**src/rtl/core/sisi_pkg.sv**
```systemverilog
// Shared types and constants for the sorted identifier set store.
// No dependencies; every other file of the block refers to this package.
`default_nettype none

package sisi_pkg;

	// Payload widths of the channels
	localparam int unsigned ID_W    = 32;
	localparam int unsigned POS_W   = 10;
	localparam int unsigned COUNT_W = 11;

	// Default number of cells
	localparam int unsigned DEPTH_DEF = 1024;

	// Reduction tree: fan-in per registered level
	localparam int unsigned GROUP_LG = 5;
	localparam int unsigned GROUP    = 1 << GROUP_LG;

	// Leaf of the reduction: match flag over read data
	localparam int unsigned LEAF_W = ID_W + 1;

	typedef enum logic [1:0] {
		MODE_INSERT   = 2'd0,
		MODE_REMOVE   = 2'd1,
		MODE_CONTAINS = 2'd2,
		MODE_READ     = 2'd3
	} mode_t;

	typedef enum logic [1:0] {
		STATUS_OK    = 2'd0,
		STATUS_FULL  = 2'd1,
		STATUS_RANGE = 2'd2
	} status_t;

	typedef enum logic [1:0] {
		ST_IDLE,
		ST_CMP,
		ST_RED,
		ST_APPLY
	} state_t;

	// Per-cycle command to every cell
	typedef struct packed {
		logic ins;
		logic del;
	} cell_ctrl_t;

	// Number of registered levels in a tree of GROUP-input OR nodes over n leaves
	function automatic int unsigned tree_levels(input int unsigned n);
		int unsigned m;
		int unsigned lv;
		m  = n;
		lv = 0;
		for (int i = 0; i < 8; i++) begin
			if (m > 1 || lv == 0) begin
				m  = (m + GROUP - 1) >> GROUP_LG;
				lv = lv + 1;
			end
		end
		return lv;
	endfunction

endpackage

`default_nettype wire

```
**src/rtl/core/sisi_cell.sv**
```systemverilog
// One cell of the sorted chain: holds one identifier and its valid bit,
// compares against the broadcast key and shifts with its neighbors. Uses sisi_pkg.
`default_nettype none

module sisi_cell #(
	parameter int unsigned INDEX = 0,
	parameter int unsigned PW    = sisi_pkg::POS_W
) (
	input  logic                          clk,
	input  logic                          arst_n,
	input  logic [sisi_pkg::ID_W-1:0]     id,
	input  logic [PW-1:0]                 pos,
	input  logic                          rd,
	input  sisi_pkg::cell_ctrl_t          ctrl,
	input  logic [sisi_pkg::ID_W-1:0]     prev_value,
	input  logic                          prev_valid,
	input  logic                          prev_lt,
	input  logic [sisi_pkg::ID_W-1:0]     next_value,
	input  logic                          next_valid,
	output logic [sisi_pkg::ID_W-1:0]     value,
	output logic                          valid,
	output logic                          lt,
	output logic [sisi_pkg::LEAF_W-1:0]   leaf
);

	logic [sisi_pkg::ID_W-1:0]   value_q;
	logic                        valid_q;
	logic                        lt_s1;
	logic [sisi_pkg::LEAF_W-1:0] leaf_s1;
	logic                        sel;

	assign sel = rd && valid_q && (pos == PW'(INDEX));

	// Compare stage: below-key flag and reduction leaf
	always_ff @(posedge clk) begin
		lt_s1   <= valid_q && (value_q < id);
		leaf_s1 <= {valid_q && (value_q == id), sel ? value_q : '0};
	end

	// Shift the stored identifier: up on insert, down on remove
	always_ff @(posedge clk) begin
		if (ctrl.ins && !lt_s1) begin
			value_q <= prev_lt ? id : prev_value;
		end else if (ctrl.del && !lt_s1) begin
			value_q <= next_value;
		end
	end

	// Track occupancy along with the data
	always_ff @(posedge clk or negedge arst_n) begin
		if (!arst_n) begin
			valid_q <= 1'b0;
		end else if (ctrl.ins) begin
			valid_q <= valid_q | prev_valid;
		end else if (ctrl.del) begin
			valid_q <= next_valid;
		end
	end

	assign value = value_q;
	assign valid = valid_q;
	assign lt    = lt_s1;
	assign leaf  = leaf_s1;

endmodule

`default_nettype wire

```
**config.mk**
```make
export PLATFORM = sky130hd
export DESIGN_NAME = sisi_cell
export DESIGN_NICKNAME = d
export VERILOG_FILES = /design/src/rtl/core/sisi_pkg.sv /design/src/rtl/core/sisi_cell.sv
export SDC_FILE = /design/constraint.sdc
export NUM_CORES = 1
export LEC_CHECK = 0
export BUFFER_PORTS_ARGS = -buffer_cell sky130_fd_sc_hd__buf_2
export CAP_MARGIN = 25
export CORE_ASPECT_RATIO = 0.8
export CORE_UTILIZATION = 41
export DETAILED_ROUTE_END_ITERATION = 8
export PLACE_DENSITY = 0.75
export SYNTH_ARGS = -nofsm -noshare
export SYNTH_HDL_FRONTEND = slang
export SYNTH_SLANG_ARGS = --single-unit
```
**constraint.sdc**
```tcl
create_clock -name clk -period 2.3 [get_ports clk]
set_clock_uncertainty 0.1 [all_clocks]
set_input_delay 0.345 -clock clk [delete_from_list [all_inputs] [get_ports clk]]
set_output_delay 0.345 -clock clk [all_outputs]
set_load 0.02 [all_outputs]
```
# Word level (Yosys, flattened, before mapping)
# Cells that the tools add are included.
dict set report classes {
  order_cmp 1
  n_eq_ne 1
  n_mux 5
  n_bitwise 1
  reduce_logical 10
}
# op count
set op_table {}
lappend op_table {{two-way mux 32 bit} 3}
lappend op_table {{equality test 32 bit} 1}
lappend op_table {{< comparator 32 bit} 1}
lappend op_table {{logical NOT 10 bit} 1}
lappend op_table {{logical AND 1 bit} 6}
lappend op_table {{nonzero test 2 bit} 2}
lappend op_table {{two-way mux 1 bit} 2}
lappend op_table {{logical NOT 1 bit} 1}
lappend op_table {{bitwise OR 1 bit} 1}
dict set report totals {
  reg_bits 67
  inputBits 114
  wordCells 23
}

# Logic depth before layout (Yosys ltp)
# Gate-level depths: netlist (run 1).
dict set report logic_depth {
  depth_word 4
  depth_mapped 7
  ltp_nobuf 7
}

# Worst setup path after synthesis (run 1)
# OpenSTA, ideal clock, no wires.
dict set report synth_path {
  path_kind {reg-to-reg}
  start {register lt_s1, in the netlist lt}
  end {register value_q (netlist bit value[0]) (enable)}
  setup_time_ns 0.422
  t_arrival_ns 1.764
  required_ns 1.778
  path_slack_ns 0.014
  stages_incl_launch_ff 2
  synth_period_minus_slack_ns 2.286
  cell_sequence {dfxtp_1 nor2_1}
}
dict set report synth_via {
  elab_chain_cells 3
  elab_cells_between_ends 4
  classes_between {reduce/logical (4)}
}
# element line_no
set synth_lines {}
lappend synth_lines {{from (decl)} sisi_cell.sv:28} ;# logic lt_s1;
lappend synth_lines {{from (signal assigned)} sisi_cell.sv:36} ;# lt_s1 <= valid_q && (value_q < id);
lappend synth_lines {{logical NOT 1 bit (*)} {sisi_cell.sv:42, sisi_cell.sv:44}}
lappend synth_lines {{logical AND 1 bit (on tied branches)} {sisi_cell.sv:42, sisi_cell.sv:44}}
lappend synth_lines {{nonzero test 2 bit (no line) (*)} --}
lappend synth_lines {{to (signal assigned)} sisi_cell.sv:43} ;# value_q <= prev_lt ? id : prev_value;
lappend synth_lines {{to (signal assigned)} sisi_cell.sv:45} ;# value_q <= next_value;
lappend synth_lines {{to (decl)} sisi_cell.sv:26} ;# logic [sisi_pkg::ID_W-1:0] value_q;
# Mark *: on every way between the ends. The rest lies on a longest branch, timed or not.
# A chain may end at the register's enable or synchronous reset.

# Worst setup path in the final report (run 1)
dict set report layout_path {
  start {register value_q (netlist bit value[13])}
  end {register lt_s1, in the netlist lt}
}
dict set report layout_via {
  elab_chain_cells 2
}
# element line_no
set layout_lines {}
lappend layout_lines {{< comparator 32 bit} sisi_cell.sv:36}
lappend layout_lines {{logical AND 1 bit} sisi_cell.sv:36}
# No other way between the ends.

==> metrics, run 1 <==
Post-synth EDFFs 32; max-cap violation count 0; Die H about 84 µm; clock network power share 30.7%; clk buf depth 2; WS Path Type flip-flop to flip-flop; reg-to-reg startpoint value[13]$_DFFE_PP_; crit-path cells ha_1 -> nand4_1 -> nor4_1 -> o21ai_0 -> o211ai_1 -> a211oi_1; leakage power 2.46 nW; post_cts resized 0; switch share 31.4%; crit path DAT 1990 ps; Power Total 3.49 mW; clk slew on worst S/H paths approximately 80 ps; yosys warns 0; final net count 665; Worst Hold Class input pin to flip-flop; CTS Sinks 67; grt ovf 0; core region area about 8000 µm²; Data required, critical path 2410 ps; Hold Vio Cnt, Final 0; status finished clean; Pins Over Slew Limit 0; post-synth top area share roughly 28%; clock latency on the worst-skew pair 320 ps; area leader, netlist edfxtp_1; CTS root buf clkbuf_8; Syn Std Cell Area 3430 µm²; DRC viols 0; Post-CTS Setup Repair Bufs 0; Worst Setup End Kind flip-flop; Final Cell Area 4690 µm²; Internal 2.39 mW; Top delay family on crit path simple AND/OR/NAND/NOR gates; CP max stage delay ~420 ps; total negative slack 0 ps; maximum vdd drop 0.435 mV; worst hold path depth 2; Worst Path Max Fanout 3; asr flop ratio synth 1.49%; full die area 8740 µm²; Seq cells post-synth 67; first-pass GRT wire length 14,100 µm; final setup violation count 0; mean post-synth cell area 10.2 µm²; routed len/inst 14.0 µm; R2R setup slack between 400 and 500 ps; Worst Setup Start Kind flip-flop; Final min period between 1500 and 2000 ps; CTS Buf Count 9; ranking of synthesized cells by area edfxtp_1, dfxtp_1, ha_1, mux2i_1, and2_1; power per cell area between 700 and 800 nW/µm²; Cells after Synth 336; initial antenna violation count 0; die width 104 µm; PortBufs 180; IO Pins 181; HP Start ctrl[1]; buffer and inverter count on the worst path 0; FP Rows 29; Hold Buf Count CTS 1; Final Routed Wirelength 8840 µm; Area Growth Syn to Fin 36.7%; largest net degree at the start of global routing 65; post-route ant nets 0; FF-to-FF path depth 6; dpl cell area 4460 µm²; RSZ-0062 raised after global routing no; DR iter-0 viols 110; CP max-delay cell edfxtp_1; starting density of the core 42.8%; worst-margin pin slew 452 ps; relative slew slack 69.9%; # diodes 0; sequential-to-total area share from yosys stat 48.6%; gpl congestion around 0.8; commonest register cell after synthesis dfxtp_1; H-tree Lvls 3; Comb power frac 25.8%; Avg Vias per Cell 4.80; NetSw roughly 1.1 mW; TritonCTS clock tree yes; vias in the first global route 2,975; via count 3,031; layout cells sized above 1 39.1%; Distinct cells, synth 29; Flop pwr share 43.5%; DR pass1 iterations 5; Total Routing Usage GR approximately a fifth; worst-case hold path end point valid$_DFFE_PN0P_; fin crit share 81.7%; Post-synth top cells nand2_1, o21ai_0, dfxtp_1; fmax 532 MHz; syn_nets just under 500; R2R Path End lt$_DFF_P_; most common cell in the netlist nand2_1; post-detail-place hpwl 6860 µm
## metrics by stage
stage	hold WS (ps)	setup WS (ps)	std cells	utilization, %
finish	144	421	632	58.5
global route	128	271	632	58.5
CTS	122	377	632	58.5
detailed placement	20.8	342	615	55.6
global placement	21.3	459	615	55.6
floorplan	-50.6	14.1	336	-
## state kept, by name (all words and copies together), names as in the netlist
name,count
leaf,33
value,32
valid,1
lt,1
## placed cells by master, fill, tap and decap left out, drive strengths merged, types with 5 or more instances in the layout
cell type | Yosys | routed
nand2 | 40 | 40
nand4 | 7 | 7
clkbuf | 8 | 10
mux2i | 32 | 32
nor2 | 7 | 7
inv | 33 | 33
ha | 32 | 32
buf | 6 | 185
dfxtp | 34 | 34
a21oi | 13 | 13
and2 | 31 | 31
edfxtp | 32 | 32
nor4 | 5 | 5
o21ai | 35 | 35
## worst max-delay path by stage
stage,startpoint,end,slack (ps),depth (start not counted)
3_3_place_gp,id[13],lt$_DFF_P_,460,8
4_1_cts,value[13]$_DFFE_PP_,lt$_DFF_P_,380,6
2_1_floorplan,lt$_DFF_P_,value[0]$_DFFE_PP_,10,1
5_1_grt,value[13]$_DFFE_PP_,lt$_DFF_P_,270,6
6_report,value[13]$_DFFE_PP_,lt$_DFF_P_,420,6
3_5_place_dp,id[13],lt$_DFF_P_,340,8
## kinds of logic (layout without fill, tap and decap cells)
family,after synthesis,count (layout),synth area share [%]
simple gates,99,99,15.0
fa+ha+maj,32,32,11.7
buf+inv,47,235,5.91
mux,32,32,9.34
compound gates,59,59,9.55
flops,67,67,48.6
## area by class of cell
type / count / area [µm²]
timing repair buffer: 186 / 973
inverter: 33 / 124
sequential: 67 / 1670
clock inverter: 6 / 90.1
multi-input combinational: 222 / 1570
fill: 733 / 3330
clock buffer: 10 / 128
tap: 108 / 135
## power by group through the flow
stage / logic [mW] / registers (mW) / clock network (mW)
after CTS: 0.910 / 1.52 / 1.10
final: 0.899 / 1.52 / 1.07
after floorplan: 0.398 / 1.67 / 0
after global routing: 0.996 / 1.54 / 1.15
after global placement: 0.884 / 1.54 / 0
after detailed placement: 0.904 / 1.55 / 0
## per-layer routing
metal	global-route usage (%)	part of all wire (%)	vias up
li1	-	-	1530
met1	25.3	44	1387
met2	35.6	50	106
met3	4.37	4.4	8
met4	6.10	1.2	0
met5	0	0	-
Note: power is estimated with default switching activity, not from simulation.
==> run 2, diff against run 1 <==
==> constraint.sdc (replaced) <==
create_clock -name clk -period 1.7 [get_ports clk]
set_clock_uncertainty 0.1 [all_clocks]
set_input_delay 0.255 -clock clk [delete_from_list [all_inputs] [get_ports clk]]
set_output_delay 0.255 -clock clk [all_outputs]
set_load 0.02 [all_outputs]
==> metrics, run 2 (synthesis gave the netlist of run 1 again) <==
Avg Vias per Cell 4.72 (-1.6%); DR iter-0 viols 93 (-15%); DR pass1 iterations 6 (+1); starting density of the core 42.8% (unchanged); post-route ant nets 0 (unchanged); commonest non-fill, non-tap cell in the layout buf_2; H-tree Lvls 3 (unchanged); Pins Over Slew Limit 0 (unchanged); CP max stage delay 440 ps (+20 ps); most frequent cells in the layout buf_2, nand2_1, o21ai_0, dfxtp_1, inv_1; Data required, critical path 1810 ps (-600 ps); switch share 31.3% (-0.16 points); leakage power 2.55 nW (+3.9%); PortBufs 180 (unchanged); Placed Cells 633 (+2.9%); Internal 3.22 mW (+35%); fmax 557 MHz (+4.7%); TritonCTS clock tree yes; Hold Vio Cnt, Final 0 (unchanged); core region area 8020 µm² (unchanged); full die area 8740 µm² (unchanged); Final Non-Filler Cells 651 (+3.0%); Final min period 1800 ps (-84.2 ps); Final Routed Wirelength 8830 µm (-0.12%); dpl cell area 4640 µm² (+4.0%); max FFs per register 33 (unchanged); CP max-delay cell edfxtp_1; fill cell count 702 (-4.2%); largest net degree at the start of global routing 37 (-43%); final setup violation count 2 (+2); relative slew slack 79.7% (+9.8 points); clk buf depth 2 (unchanged); Area Growth Syn to Fin 42.0%; # diodes 0 (unchanged); die width 104 µm (unchanged); max-cap violation count 0 (unchanged); maximum vdd drop 0.467 mV (+7.3%); status finished with violations; vias in the first global route 3,032 (+1.9%); Die H 83.8 µm (unchanged); via count 3,072 (+1.4%); power per cell area 963 nW/µm² (+29%); final hold slack 70.3 ps (-73.3 ps); grt ovf 0 (unchanged); Worst Path Max Fanout 3 (unchanged); Total Routing Usage GR 21.1% (+0.62 points); post-detail-place hpwl 6870 µm (+0.13%); Comb power frac 29.5% (+3.7 points); total negative slack -160 ps (-160 ps); crit path DAT 1910 ps (-80 ps); DRC viols 0 (unchanged); WS Path Type flip-flop to flip-flop; first-pass GRT wire length 14,500 µm (+3.3%); clk slew on worst S/H paths 70 ps (about the same); clock network power share 26.9% (-3.8 points); clock latency on the worst-skew pair 330 ps (about the same); CTS Sinks 67 (unchanged); Worst Setup Start Kind flip-flop; worst-margin pin slew 303 ps (-149 ps); fin crit share 106% (+24 points); Worst Hold Class input pin to flip-flop; CTS Buf Count 9 (unchanged); FP Rows 29 (unchanged); routed len/inst 13.6 µm (-3.0%); violated checks setup timing; layout cells sized above 1 41.8% (+2.7 points); crit-path cells ha_4 -> nand4_1 -> nor4_2 -> o21ai_1 -> o211ai_1 -> a211oi_1; Final Cell Area 4870 µm² (+3.9%); RSZ-0062 raised after global routing yes; Worst Setup End Kind flip-flop; gpl congestion 0.782 (-2.6%); NetSw 1.47 mW (+34%); IO Pins 181 (unchanged); Flop pwr share 43.6% (about the same); Setup WS post-layout -95.2 ps (-516 ps); final net count 685 (+3.0%); CTS root buf clkbuf_8; initial antenna violation count 0 (unchanged)
## run 2: area by class of cell
| cell class | count | area [µm²] | share of cell area, % |
|---|---|---|---|
| clock inverter | 1 | 5.00 | 0.103 |
| inverter | 33 | 124 | 2.54 |
| sequential | 67 | 1670 | 34.2 |
| multi-input combinational | 222 | 1610 | 33.0 |
| timing repair buffer | 206 | 1150 | 23.6 |
| clock buffer | 14 | 184 | 3.78 |
| tap | 108 | 135 | 2.77 |
## run 2: path summary, 6_finish.rpt
check                                    start                   to  slack, ps  cells past startpoint
min reg2reg                value[20]$_DFFE_PP_  leaf[20]$_SDFF_PN0_        420                      1
min                                    ctrl[1]    valid$_DFFE_PN0P_         70                      2
max in group asynchronous               arst_n    valid$_DFFE_PN0P_       1270                      2
max                        value[11]$_DFFE_PP_           lt$_DFF_P_       -100                      6
min in group asynchronous               arst_n    valid$_DFFE_PN0P_        130                      2
max reg2reg                value[11]$_DFFE_PP_           lt$_DFF_P_       -100                      6
## run 2: critical path: cells and delay by family, from the launching register on
kind            cells  cell delay, ps
compound gates      3             390
fa+ha+maj           1             300
flops               1             440
simple gates        2             440
## run 2: repair_timing
action | in CTS | in global routing
endpoints found under the hold margin | 1 | 0
hold buffers | 1 | 0
buffers inserted | 2 | 0
gates cloned | 0 | 0
endpoints found under the setup margin | 2 | 2
gates resized for setup | 2 | 1
## run 2: layer usage
layer / up-vias / wire, µm / GRT usage, %
li1: 1568 / - / -
met1: 1385 / 4040 / 26.1
met2: 103 / 4250 / 35.7
met3: 16 / 403 / 5.15
met4: 0 / 140 / 7.27
met5: - / 0 / 0
## run 2: stage by stage
stage / total power [mW] / utilization (%) / setup slack, ps
global route: 4.98 / 60.7 / -211
floorplan: 2.81 / - / -24.9
detailed placement: 3.45 / 57.9 / -105
finish: 4.69 / 60.7 / -95.2
global placement: 3.41 / 57.9 / -92.7
CTS: 4.73 / 60.6 / -101
## run 2: power groups by stage
stage,sequential [mW],combinational [mW],clock [mW]
after floorplan,2.26,0.550,0
after global placement,2.07,1.34,0
after detailed placement,2.08,1.36,0
after CTS,2.04,1.39,1.30
after global routing,2.07,1.55,1.37
final,2.04,1.38,1.26
