## src/rtl/core/sisi_pkg.sv

```systemverilog
// Shared types and constants for the sorted identifier set store.
// No dependencies; every other file of the block refers to this package.
`default_nettype none

package sisi_pkg;

	// Payload widths of the channels
	localparam int unsigned ID_W    = 32;
	localparam int unsigned POS_W   = 10;
	localparam int unsigned COUNT_W = 11;

	// Default number of cells
	localparam int unsigned DEPTH_DEF = 1024;

	// Reduction tree: fan-in per registered level
	localparam int unsigned GROUP_LG = 5;
	localparam int unsigned GROUP    = 1 << GROUP_LG;

	// Leaf of the reduction: match flag over read data
	localparam int unsigned LEAF_W = ID_W + 1;

	typedef enum logic [1:0] {
		MODE_INSERT   = 2'd0,
		MODE_REMOVE   = 2'd1,
		MODE_CONTAINS = 2'd2,
		MODE_READ     = 2'd3
	} mode_t;

	typedef enum logic [1:0] {
		STATUS_OK    = 2'd0,
		STATUS_FULL  = 2'd1,
		STATUS_RANGE = 2'd2
	} status_t;

	typedef enum logic [1:0] {
		ST_IDLE,
		ST_CMP,
		ST_RED,
		ST_APPLY
	} state_t;

	// Per-cycle command to every cell
	typedef struct packed {
		logic ins;
		logic del;
	} cell_ctrl_t;

	// Number of registered levels in a tree of GROUP-input OR nodes over n leaves
	function automatic int unsigned tree_levels(input int unsigned n);
		int unsigned m;
		int unsigned lv;
		m  = n;
		lv = 0;
		for (int i = 0; i < 8; i++) begin
			if (m > 1 || lv == 0) begin
				m  = (m + GROUP - 1) >> GROUP_LG;
				lv = lv + 1;
			end
		end
		return lv;
	endfunction

endpackage

`default_nettype wire

```

## src/rtl/core/sisi_or_tree.sv

```systemverilog
// Registered OR reduction tree, GROUP inputs per node and one register per level;
// recurses until one node is left. Uses sisi_pkg for the fan-in.
`default_nettype none

module sisi_or_tree #(
	parameter int unsigned N = sisi_pkg::GROUP,
	parameter int unsigned W = sisi_pkg::LEAF_W
) (
	input  logic         clk,
	input  logic [W-1:0] leaf [N],
	output logic [W-1:0] root
);

	localparam int unsigned M = (N + sisi_pkg::GROUP - 1) >> sisi_pkg::GROUP_LG;

	logic [W-1:0] part   [M][sisi_pkg::GROUP];
	logic [W-1:0] grp_s1 [M];

	// Gather leaves into groups, padding the last one with zeros
	for (genvar g = 0; g < M; g++) begin : g_grp
		for (genvar j = 0; j < sisi_pkg::GROUP; j++) begin : g_in
			if (g * sisi_pkg::GROUP + j < N) begin : g_used
				assign part[g][j] = leaf[g * sisi_pkg::GROUP + j];
			end else begin : g_pad
				assign part[g][j] = '0;
			end
		end

		// Reduce one group and register it
		always_ff @(posedge clk) begin
			logic [W-1:0] acc;
			acc = '0;
			for (int k = 0; k < sisi_pkg::GROUP; k++) begin
				acc = acc | part[g][k];
			end
			grp_s1[g] <= acc;
		end
	end

	if (M > 1) begin : g_sub
		sisi_or_tree #(
			.N(M),
			.W(W)
		) u_sub (
			.clk (clk),
			.leaf(grp_s1),
			.root(root)
		);
	end else begin : g_top
		assign root = grp_s1[0];
	end

endmodule

`default_nettype wire

```

## config.mk

```make
export PLATFORM = sky130hd
export DESIGN_NAME = sisi_or_tree
export DESIGN_NICKNAME = d
export VERILOG_FILES = /design/src/rtl/core/sisi_pkg.sv /design/src/rtl/core/sisi_or_tree.sv
export SDC_FILE = /design/constraint.sdc
export NUM_CORES = 1
export LEC_CHECK = 0
export ABC_AREA = 1
export BUFFER_PORTS_ARGS = -buffer_cell sky130_fd_sc_hd__clkbuf_2
export CAP_MARGIN = 20
export CORE_AREA = 5 5 416 418
export CTS_CLUSTER_DIAMETER = 60
export DETAILED_ROUTE_END_ITERATION = 8
export DIE_AREA = 0 0 421 423
export SLEW_MARGIN = 20
export SYNTH_ARGS = -nofsm -noshare
export SYNTH_HDL_FRONTEND = slang
export SYNTH_SLANG_ARGS = --single-unit
```

## constraint.sdc

```tcl
create_clock -name clk -period 1.45 [get_ports clk]
set_input_delay 0.29 -clock clk [delete_from_list [all_inputs] [get_ports clk]]
set_output_delay 0.29 -clock clk [all_outputs]
set_load 0.03 [all_outputs]
```

; ---- After elaboration in Yosys (flattened, before gate mapping)
; Memory sizes are Yosys's and may differ from the RTL's.
; Cells that the tools add are included.
[totals]
reg_bits = 0
latchBits = 0
mem_bits_rw = 33
rom_bits = 0
in_bits = 1057
out_inout_bits = 33
wordCells = 32
memories = 1
[classes]
addsub = 0
mul = 0
div = 0
n_lt_le_gt_ge = 0
n_eq_ne = 0
n_shift = 0
n_mux = 0
n_bitwise = 31
reduce_logical = 0
[memory_table]
columns = memory, words, width, rd, rd_clocked_by_memory_dff, wr, line
row1 = grp_s1, 1, 33, 1, 0, 1, sisi_or_tree.sv:17  ; logic [W-1:0] grp_s1 [M];
[op_table]
columns = operator, n
row1 = $or A33 B33 Y33, 31

; ---- Logic depth before layout (Yosys ltp)
; Gate-level depths: netlist (run 1).
[logic_depth]
depth_word = 31
mapped_depth = 6
mapped_depth_nobuf = 6

; ---- Worst setup path before layout (run 1)
; No wires, ideal clock.
[synth_path]
path_type = input to register
startpoint = input port leaf[957] (netlist name)
endpoint = memory grp_s1[0][0] (netlist name)
setup_time_ns = 0.114
arrival_time_ns = 0.638
required_time_ns = 1.336
slack_ns = 0.697
path_stages = 5
path_buffers = 0
cell_sequence = nor2_1 -> and2_1 -> nand2_1 -> nor2_1 -> nand2_1
[synth_via]
elab_chain_len = 30
[synth_lines]
columns = element, line
row1 = from (decl), sisi_or_tree.sv:10  ; input logic [W-1:0] leaf [N],
row2 = $or A33 B33 Y33 (30 in a row), sisi_or_tree.sv:34  ; acc = acc | part[g][k];
row3 = to (decl), sisi_or_tree.sv:17
; No other way between the ends.

; ---- Worst setup path in the final report (run 1)
[layout_path]
startpoint = memory grp_s1[0][7] (netlist name)
endpoint = output port root[7]
[layout_via]
elab_chain_len = 1
[layout_lines]
columns = element, line
row1 = $mem_v2 Z1 W33, --
row2 = to (decl), sisi_or_tree.sv:11  ; output logic [W-1:0] root
; No other way between the ends.

==> results of run 1 <==
[layout by cell type, fill, tap and decap left out]
cell and n:
sky130_fd_sc_hd__and2_1 66, sky130_fd_sc_hd__dfxtp_2 1, sky130_fd_sc_hd__clkbuf_16 5, sky130_fd_sc_hd__clkinv_2 2, sky130_fd_sc_hd__clkbuf_1 1, sky130_fd_sc_hd__nor2_1 429, sky130_fd_sc_hd__buf_12 5, sky130_fd_sc_hd__nor2_2 33
sky130_fd_sc_hd__nand4_1 33, sky130_fd_sc_hd__dfxtp_1 32, sky130_fd_sc_hd__clkbuf_4 2, sky130_fd_sc_hd__nand2_1 396, sky130_fd_sc_hd__buf_4 59, sky130_fd_sc_hd__clkbuf_2 1082, sky130_fd_sc_hd__diode_2 26, sky130_fd_sc_hd__clkbuf_8 3
sky130_fd_sc_hd__inv_1 528, sky130_fd_sc_hd__buf_2 1
[power groups by stage]
stage / clock [W] / combinational (W) / sequential (W)
3_5_place_dp: 0 / 0.00257 / 0.000927
6_report: 0.00150 / 0.00255 / 0.000906
5_1_grt: 0.00166 / 0.00286 / 0.000906
4_1_cts: 0.00173 / 0.00259 / 0.000906
2_1_floorplan: 0 / 0.000665 / 0.000927
3_3_place_gp: 0 / 0.00256 / 0.000927
[kinds of logic (layout without fill, tap and decap cells)]
group	count (synthesis)	count (layout)	share of synthesized area, %
buffers and inverters	528	1688	30.2
flip-flops	33	33	10.1
other	0	26	0
AND/OR/NAND/NOR	957	957	59.7
[repair_timing]
| item | CTS | global route |
|---|---|---|
| pin swaps | 0 | 0 |
| gates resized for setup | 9 | 1 |
| buffers inserted | 0 | 0 |
| hold buffers | 0 | 0 |
| setup endpoints to repair | 5 | 1 |
[routing by layer]
layer  share of wire [%]  global-route usage, %  vias up
met4                 2.3                   1.92       64
met2                  48                   18.4      802
met1                  36                   11.6     5151
met5                0.44                      0        -
met3                  13                   5.37      197
li1                    -                      -     6444
[stage by stage]
stage | TNS, ns | utilization [%] | total power, W | hold slack [ns]
6_report | -0.00724 | 9.23 | 0.00495 | 0.239
5_1_grt | 0 | 9.20 | 0.00543 | 0.217
4_1_cts | 0 | 9.19 | 0.00522 | 0.179
3_5_place_dp | -0.428 | 9.09 | 0.00350 | 0.583
3_3_place_gp | -0.444 | 9.09 | 0.00349 | 0.580
2_1_floorplan | 0 | - | 0.00159 | 0.462
[how the worst min path moves through the flow]
stage / cells past startpoint / end / from / slack, ns
after global placement: 5 / grp_s1[0][12] / leaf[606] / 0.58
final: 5 / grp_s1[0][0] / leaf[594] / 0.24
after floorplan: 4 / grp_s1[0][0] / leaf[594] / 0.46
after global routing: 5 / grp_s1[0][12] / leaf[606] / 0.22
after detailed placement: 5 / grp_s1[0][12] / leaf[639] / 0.58
after CTS: 5 / grp_s1[0][12] / leaf[639] / 0.18
[cell type report]
type | instances | area [um^2]
antenna | 26 | 65.1
clock buffer | 6 | 129
clock inverter | 2 | 10.0
fill | 20245 | 153000
inverter | 528 | 1980
multi-input combinational | 957 | 3920
sequential | 33 | 662
tap | 2218 | 2780
timing repair buffer | 1152 | 6020
==> impl_metrics.csv, run 1 <==
group,metric,value,unit
timing,max_freq,0.686,GHz
yosys,synth_area_leaders,"sky130_fd_sc_hd__inv_1 30%, sky130_fd_sc_hd__nor2_1 25%, sky130_fd_sc_hd__nand2_1 23%",
clocking,cts_buffers,5,
global_route,grt_remaining_overflow,0,
run_status,violations_in_the_final_reports,"setup timing",
critical_path,crit_path_capture,"root[7]",
yosys,netlist_instances,1518,
yosys,synth-edff-count,0,
power,internal_power,0.00293,W
run,max_cap_violations,0,
yosys,synthMostInstantiatedCell,"sky130_fd_sc_hd__inv_1",
global_route,maximum_number_of_pins_on_one_net_before_global_route_repair,11,
layout,largest_register_ffs,33,
route,drtIter0Drc,859,
yosys,synth_area,6570,um^2
global_route,first_global_vias,11927,
floorplanning,design.core.area,169000,um^2
layout,synthToLayoutAreaGrowth,137,%
critical_path,critical_path_peak_fanout,1,
timing,rsz0062_at_grt,"no",
critical_path,crit_path_top_delay_cell,"sky130_fd_sc_hd__dfxtp_1",
power,seqPwrFrac,18.3,%
timing,final.period_utilization,100,%
clocking,cts-root-buf,"sky130_fd_sc_hd__clkbuf_16",
yosys,post_synth_num_cell_types,7,
hold_path,min_path_type,"input pin to flop",
route,vias_per_cell,2.57,
clocking,total_number_of_h_tree_levels,2,
critical_path,timing.critical_path.buf_inv,1,
timing,timing.final.crit_period,1.46,ns
timing,setup_viol,1,
layout,registers.top_by_ff_count,"grp_s1",
route,antenna_violating_nets_post_route,0,
route,drt_pass1_iterations,6,
critical_path,timing.critical_path.required,1.16,ns
power,peakVddDrop,474,uV
critical_path,arrival,1.17,ns
floorplanning,width_of_the_die,421,um
layout,final_net_count,3734,
power,pwr_density_cell,318,nW/um^2
global_route,grt_pass1_wl,120000,um
layout,design_area,15600,um^2
yosys,post-synth-top-area-fraction,30.2,%
timing,worst_slew_pin_slew,0.593,ns
yosys,syn_avg_cell_area,4.32,um^2
layout,final_cell_count_no_fill,4922,
power,leak,9.51,nW
critical_path,max_stage_delay,0.52,ns
floorplanning,die-height,423,um
yosys,ys.flop_type,"sky130_fd_sc_hd__dfxtp_1",
yosys,yosys-top-cells-count,"528 x sky130_fd_sc_hd__inv_1, 429 x sky130_fd_sc_hd__nor2_1, 396 x sky130_fd_sc_hd__nand2_1",
placed_design,placement.io_buffers,1089,
floorplanning,rows,151,
layout,layout-drive-gt1-share,44.5,%
placed_design,dpl.cell_count,4888,
clocking,cts.sink_count,33,
floorplanning,dieArea,178000,um^2
yosys,syn_nets,2575,
critical_path,crit_family,"flip-flops",
placed_design,dpl_cell_area,15300,um^2
clocking,max-clock-path-buffers,2,
placed_design,dp.final_hpwl,96100,um
global_route,antenna_found_initial,116,
yosys,synth-seq-cells,33,
placed_design,gpl.final_weighted_congestion,1.02,
power,share_comb_of_total_power,51.4,%
route,detail_route.drc_violations,0,
critical_path,critical_path.cell_chain,"clkbuf_8",
critical_path,timing.critical_path.to_type,"output pin",
timing,drv_slew,0,
critical_path,worst_setup_path_startpoint,"grp_s1[0][7]",
yosys,ys_async_sr_fraction,0,%
power,p_sw,0.00202,W
floorplanning,num_io_pins,1090,
yosys,seq_area_frac_synth,10.1,%
global_route,grt_util_all_layers,10.6,%
run_status,run_status,"finished with violations",
yosys,synth_largest_area_cell,"sky130_fd_sc_hd__inv_1",
floorplanning,initial_utilization,3.89,%
timing,max_slew_margin,60.3,%
route,routed_length_per_placed_instance,20.3,um
power,pwr-share-clk,30.3,%
critical_path,setup.worst_path.start_class,"flop",
layout,top_regs,"grp_s1: 33 flops",
power,switching_share,40.8,%
critical_path,critical_path_depth,1,
critical_path,worst-setup-path-type,"flop to output pin",
timing,postLayoutSetupSlackWorst,-0.00724,ns
placed_design,pre_cts_setup_slack,-0.273,ns
timing,final-hold-violation-count,0,
clocking,clkTransAtPathRegs,0.11,ns
clocking,clock_tree_from_tritoncts,"yes",
route,vias,12658,
yosys,ys.warnings.count,0,
route,drt_wl_total,99800,um
No activity file was read; power rests on OpenSTA's default activity.
==> run 2: changes to the inputs <==
--- a/config.mk
+++ b/config.mk
@@ -12,6 +12,7 @@
 export CTS_CLUSTER_DIAMETER = 60
 export DETAILED_ROUTE_END_ITERATION = 8
 export DIE_AREA = 0 0 421 423
+export PLACE_DENSITY = 0.33
 export SLEW_MARGIN = 20
 export SYNTH_ARGS = -nofsm -noshare
 export SYNTH_HDL_FRONTEND = slang
==> impl_metrics.csv, run 2 (same netlist as run 1, synthesis figures left out) <==
group,metric,value,unit
run_status,run_status,"finished, final reports clean",
floorplanning,rows,151,
floorplanning,die-height,423,um
clocking,post_cts_buffers,0,
timing,rsz0062_at_grt,"no",
clocking,total_number_of_h_tree_levels,2,
placed_design,dpl_cell_area,15200,um^2
layout,top_regs,"grp_s1: 33 flops",
clocking,cts.sink_count,33,
critical_path,critical_path.cell_chain,"clkbuf_2, nor2_1, and2_1, nand2_1, nor2_1, nand2_1",
critical_path,timing.critical_path.buf_inv,1,
timing,max_slew_margin,58.8,%
layout,synthToLayoutAreaGrowth,135,%
hold_path,min_path_type,"input pin to flop",
timing,timing.final.crit_period,1.40,ns
floorplanning,initial_utilization,3.89,%
route,drtIter0Drc,537,
layout,finish.utilization,9.15,%
floorplanning,width_of_the_die,421,um
floorplanning,dieArea,178000,um^2
route,vias,12221,
timing,setup-tns-final,0,ns
layout,most-common-layout-cells,"1084 x sky130_fd_sc_hd__clkbuf_2, 528 x sky130_fd_sc_hd__inv_1, 427 x sky130_fd_sc_hd__nor2_1",
power,total_power,0.00504,W
global_route,grt_util_all_layers,9.40,%
route,antenna_violating_nets_post_route,0,
timing,final-hold-violation-count,0,
critical_path,crit_family,"simple AND/OR/NAND/NOR gates",
clocking,hold_buffers,0,
run,max_cap_violations,0,
critical_path,worst-setup-path-type,"input pin to flop",
layout,layout-drive-gt1-share,44.6,%
route,vias_per_cell,2.50,
route,detail_route.drc_violations,0,
timing,final.period_utilization,96.6,%
placed_design,dp.final_hpwl,84800,um
timing,setup_viol,0,
global_route,grt_remaining_overflow,0,
global_route,first_global_vias,12550,
clocking,cts_buffers,5,
floorplanning,num_io_pins,1090,
clocking,cts-root-buf,"sky130_fd_sc_hd__clkbuf_16",
power,pwr_density_cell,326,nW/um^2
floorplanning,design.core.area,169000,um^2
critical_path,crit_path_top_delay_cell,"sky130_fd_sc_hd__nor2_1",
clocking,clock_tree_from_tritoncts,"yes",
route,routed_length_per_placed_instance,18.0,um
timing,worst_slew_pin_slew,0.616,ns
global_route,antenna_found_initial,65,
power,peakVddDrop,482,uV
power,leak,9.45,nW
critical_path,timing.critical_path.to_type,"flop",
route,drt_pass1_iterations,5,
global_route,grt_pass1_wl,111000,um
layout,registers.top_by_ff_count,"grp_s1",
timing,drv_slew,0,
layout,design_area,15400,um^2
timing,max_freq,0.714,GHz
route,drt_wl_total,88000,um
critical_path,timing.critical_path.required,1.70,ns
clocking,clkTransAtPathRegs,0.11,ns
timing,hold_ws,0.209,ns
global_route,maximum_number_of_pins_on_one_net_before_global_route_repair,11,
layout,largest_register_ffs,33,
critical_path,critical_path_peak_fanout,1,
layout,final_common_cell,"sky130_fd_sc_hd__clkbuf_2",
critical_path,setup.worst_path.start_class,"input pin",
layout,final_net_count,3724,
placed_design,placement.io_buffers,1089,
placed_design,gpl.final_weighted_congestion,0.969,
critical_path,arrival,1.65,ns
clocking,max-clock-path-buffers,2,
clocking,cts.repair.resized,15,
layout,layout.filler_cells,20260,
critical_path,max_stage_delay,0.49,ns
[run 2: changes by cell type in the layout (fill, tap and decap cells not counted), sizes merged]
cell,before,now
diode,26,8
clkbuf,1093,1095
buf,65,53
[run 2: report_power, final]
part / switching, W / leakage [nW] / internal, W / total (W)
clock: 0.000895 / 0.0707 / 0.000649 / 0.00154
sequential: 0.000000000000636 / 0.265 / 0.000904 / 0.000904
combinational: 0.00122 / 9.12 / 0.00137 / 0.00259
total: 0.00211 / 9.45 / 0.00293 / 0.00504
[run 2: final cells by class]
| class | count | area (um^2) | area share (%) |
|---|---|---|---|
| tap | 2218 | 2780 | 18.0 |
| multi-input combinational | 957 | 3930 | 25.4 |
| clock inverter | 2 | 10.0 | 0.0648 |
| clock buffer | 6 | 129 | 0.835 |
| antenna | 8 | 20.0 | 0.130 |
| timing repair buffer | 1142 | 5930 | 38.4 |
| inverter | 528 | 1980 | 12.8 |
| sequential | 33 | 669 | 4.33 |
[run 2: layer usage]
layer	wire [um]	up-vias	part of all wire, %	global-route usage (%)
met2	43800	603	50	16.9
met1	34800	5077	40	11.0
met5	234	-	0.27	0
met3	7630	106	8.7	3.05
met4	1500	34	1.7	1.62
li1	-	6401	-	-
[run 2: tightest hold or removal path: cells and delay by family]
family / cells / cell delay, ns
buffers and inverters: 1 / 0.08
and+or+nand+nor: 4 / 0.17
[run 2: metrics by stage]
step	cells	setup WS, ns
2_1_floorplan	1518	0.697
3_3_place_gp	4878	-0.562
3_5_place_dp	4878	-0.542
4_1_cts	4886	0.0106
5_1_grt	4887	0.0197
6_report	4894	0.0496
[run 2: worst paths after layout]
check	cells after the start	from	to	slack, ns
hold / removal	5	leaf[613]	grp_s1[0][19]	0.21
setup / recovery	6	leaf[1015]	grp_s1[0][25]	0.05
==> run 3: changes to the inputs <==
--- a/config.mk
+++ b/config.mk
@@ -12,7 +12,7 @@
 export CTS_CLUSTER_DIAMETER = 60
 export DETAILED_ROUTE_END_ITERATION = 8
 export DIE_AREA = 0 0 421 423
-export PLACE_DENSITY = 0.33
+export PLACE_DENSITY = 0.34
 export SLEW_MARGIN = 20
 export SYNTH_ARGS = -nofsm -noshare
 export SYNTH_HDL_FRONTEND = slang
==> constraint.sdc (replaced) <==
create_clock -name clk -period 1.1 [get_ports clk]
set_input_delay 0.22 -clock clk [delete_from_list [all_inputs] [get_ports clk]]
set_output_delay 0.22 -clock clk [all_outputs]
set_load 0.03 [all_outputs]
==> impl_metrics.csv, run 3 (same netlist as run 1, synthesis figures left out) <==
group,metric,value,unit
run_status,run_status,"finished with violations",
run_status,violations_in_the_final_reports,"setup timing",
timing,final.period_utilization,107,%
layout,layout.filler_cells,20175,
clocking,cts.sink_count,33,
floorplanning,num_io_pins,1090,
timing,postLayoutSetupSlackWorst,-0.0725,ns
floorplanning,initial_utilization,3.89,%
global_route,globalRoute.busiestLayer,"met2",
global_route,grt_pass1_wl,113000,um
clocking,cts-root-buf,"sky130_fd_sc_hd__clkbuf_16",
global_route,met3_usage,3.45,%
critical_path,worst-setup-path-type,"flop to output pin",
clocking,clkTransAtPathRegs,0.10,ns
clocking,max-clock-path-buffers,2,
critical_path,crit_path_top_delay_cell,"sky130_fd_sc_hd__dfxtp_4",
route,drt_pass1_iterations,6,
global_route,antenna_found_initial,71,
placed_design,placement.io_buffers,1089,
critical_path,max_stage_delay,0.41,ns
hold_path,min_path_type,"input pin to flop",
power,peakVddDrop,579,uV
global_route,gr_layer_usage_met2,16.5,%
critical_path,arrival,0.95,ns
hold_path,holdPathStages,5,
global_route,met1_usage,11.9,%
layout,multi_input_area,3960,um^2
timing,setup-tns-final,-0.193,ns
placed_design,gpl.final_weighted_congestion,0.976,
critical_path,timing.critical_path.to_type,"output pin",
timing,worst_slew_pin_slew,0.559,ns
power,pwr_density_cell,405,nW/um^2
layout,registers.top_by_ff_count,"grp_s1",
timing,max_slew_margin,62.6,%
critical_path,crit_family,"flip-flops",
timing,drv_slew,0,
critical_path,setup.worst_path.start_class,"flop",
layout,synthToLayoutAreaGrowth,146,%
route,drtIter0Drc,733,
placed_design,dp.final_hpwl,87000,um
layout,layout.area.seq,719,um^2
global_route,first_global_vias,12591,
critical_path,timing.critical_path.buf_inv,1,
timing,timing.final.crit_period,1.17,ns
global_route,maximum_number_of_pins_on_one_net_before_global_route_repair,11,
critical_path,critical_path.cell_chain,"clkbuf_16",
layout,layout-drive-gt1-share,46.1,%
clocking,hold_buffers,0,
route,antenna_violating_nets_post_route,0,
floorplanning,design.core.area,169000,um^2
route,routed_length_per_placed_instance,18.4,um
layout,final_net_count,3735,
layout,most-common-layout-cells,"1056 x sky130_fd_sc_hd__clkbuf_2, 528 x sky130_fd_sc_hd__inv_1, 420 x sky130_fd_sc_hd__nor2_1",
route,drt_wl_total,90200,um
route,vias,12475,
critical_path,critical_path_peak_fanout,1,
clocking,post_cts_buffers,0,
timing,hold_ws,0.161,ns
clocking,total_number_of_h_tree_levels,2,
floorplanning,rows,151,
route,vias_per_cell,2.54,
critical_path,critical_path_depth,1,
power,leak,9.72,nW
layout,largest_register_ffs,33,
layout,final_common_cell,"sky130_fd_sc_hd__clkbuf_2",
timing,rsz0062_at_grt,"yes",
clocking,cts_buffers,5,
floorplanning,width_of_the_die,421,um
hold_path,worst_hold_path.endpoint,"grp_s1[0][24]",
clocking,clock_tree_from_tritoncts,"yes",
route,detail_route.drc_violations,0,
run,max_cap_violations,0,
hold_path,worst_hold_startpoint,"leaf[618]",
timing,final-hold-violation-count,0,
layout,top_regs,"grp_s1: 33 flops",
global_route,grt_util_all_layers,9.60,%
timing,max_freq,0.853,GHz
critical_path,timing.critical_path.required,0.88,ns
global_route,grt_remaining_overflow,0,
floorplanning,dieArea,178000,um^2
timing,setup_viol,5,
floorplanning,die-height,423,um
power,total_power,0.00654,W
==> run 3: cell types whose count changed in the layout (fill, tap and decap cells not counted), sizes merged <==
cell	delta
diode	+4
buf	+26
clkbuf	-15
==> run 3: per-stage QoR <==
step | setup slack (ns) | std cells | area, um^2 | util, %
after floorplan | 0.417 | 1518 | 6570 | -
after global placement | -1.05 | 4889 | 15500 | 9.20
after detailed placement | -1.06 | 4889 | 15500 | 9.20
after CTS | -0.120 | 4897 | 16100 | 9.53
after global routing | -0.108 | 4898 | 16100 | 9.55
final | -0.0725 | 4909 | 16100 | 9.56
==> run 3: worst max path at each step <==
stage | from | to | slack [ns]
floorplan | leaf[957] | grp_s1[0][0] | 0.42
global placement | leaf[1003] | grp_s1[0][13] | -1.05
detailed placement | leaf[1003] | grp_s1[0][13] | -1.06
CTS | grp_s1[0][3] | root[3] | -0.12
global route | grp_s1[0][4] | root[4] | -0.11
finish | grp_s1[0][4] | root[4] | -0.07
==> run 3: repair_timing <==
| item | in CTS | in global routing |
|---|---|---|
| resized for setup | 110 | 13 |
| hold endpoints to repair | 0 | 0 |
| endpoints found under the setup margin | 38 | 26 |
==> run 3: where the power goes <==
| part | internal, W | total, W | switching (W) |
|---|---|---|---|
| Combinational | 0.00185 | 0.00345 | 0.00160 |
| Sequential | 0.00118 | 0.00118 | 0.000000000000901 |
| Clock | 0.000851 | 0.00191 | 0.00106 |
| Total | 0.00388 | 0.00654 | 0.00267 |
==> run 3: worst min-delay path: stages <==
cell and delay, ns:
sky130_fd_sc_hd__clkbuf_2 0.07, sky130_fd_sc_hd__nor2_1 0.04, sky130_fd_sc_hd__nand4_1 0.07, sky130_fd_sc_hd__nor2_1 0.04
sky130_fd_sc_hd__nand2_1 0.05
==> run 3: cell type report <==
cell class,count,area share [%]
Antenna cell,12,0.186
Clock buffer,6,0.799
Clock inverter,2,0.0620
Inverter,528,12.3
Multi-Input combinational cell,957,24.5
Sequential cell,33,4.46
Tap cell,2218,17.2
Timing Repair Buffer,1153,40.5
==> run 3: routing by layer <==
| layer | part of all wire [%] | vias to the layer above |
|---|---|---|
| met2 | 48 | 629 |
| met1 | 41 | 5263 |
| met4 | 1.1 | 40 |
| met5 | 0.30 | - |
| li1 | - | 6427 |
| met3 | 10 | 116 |
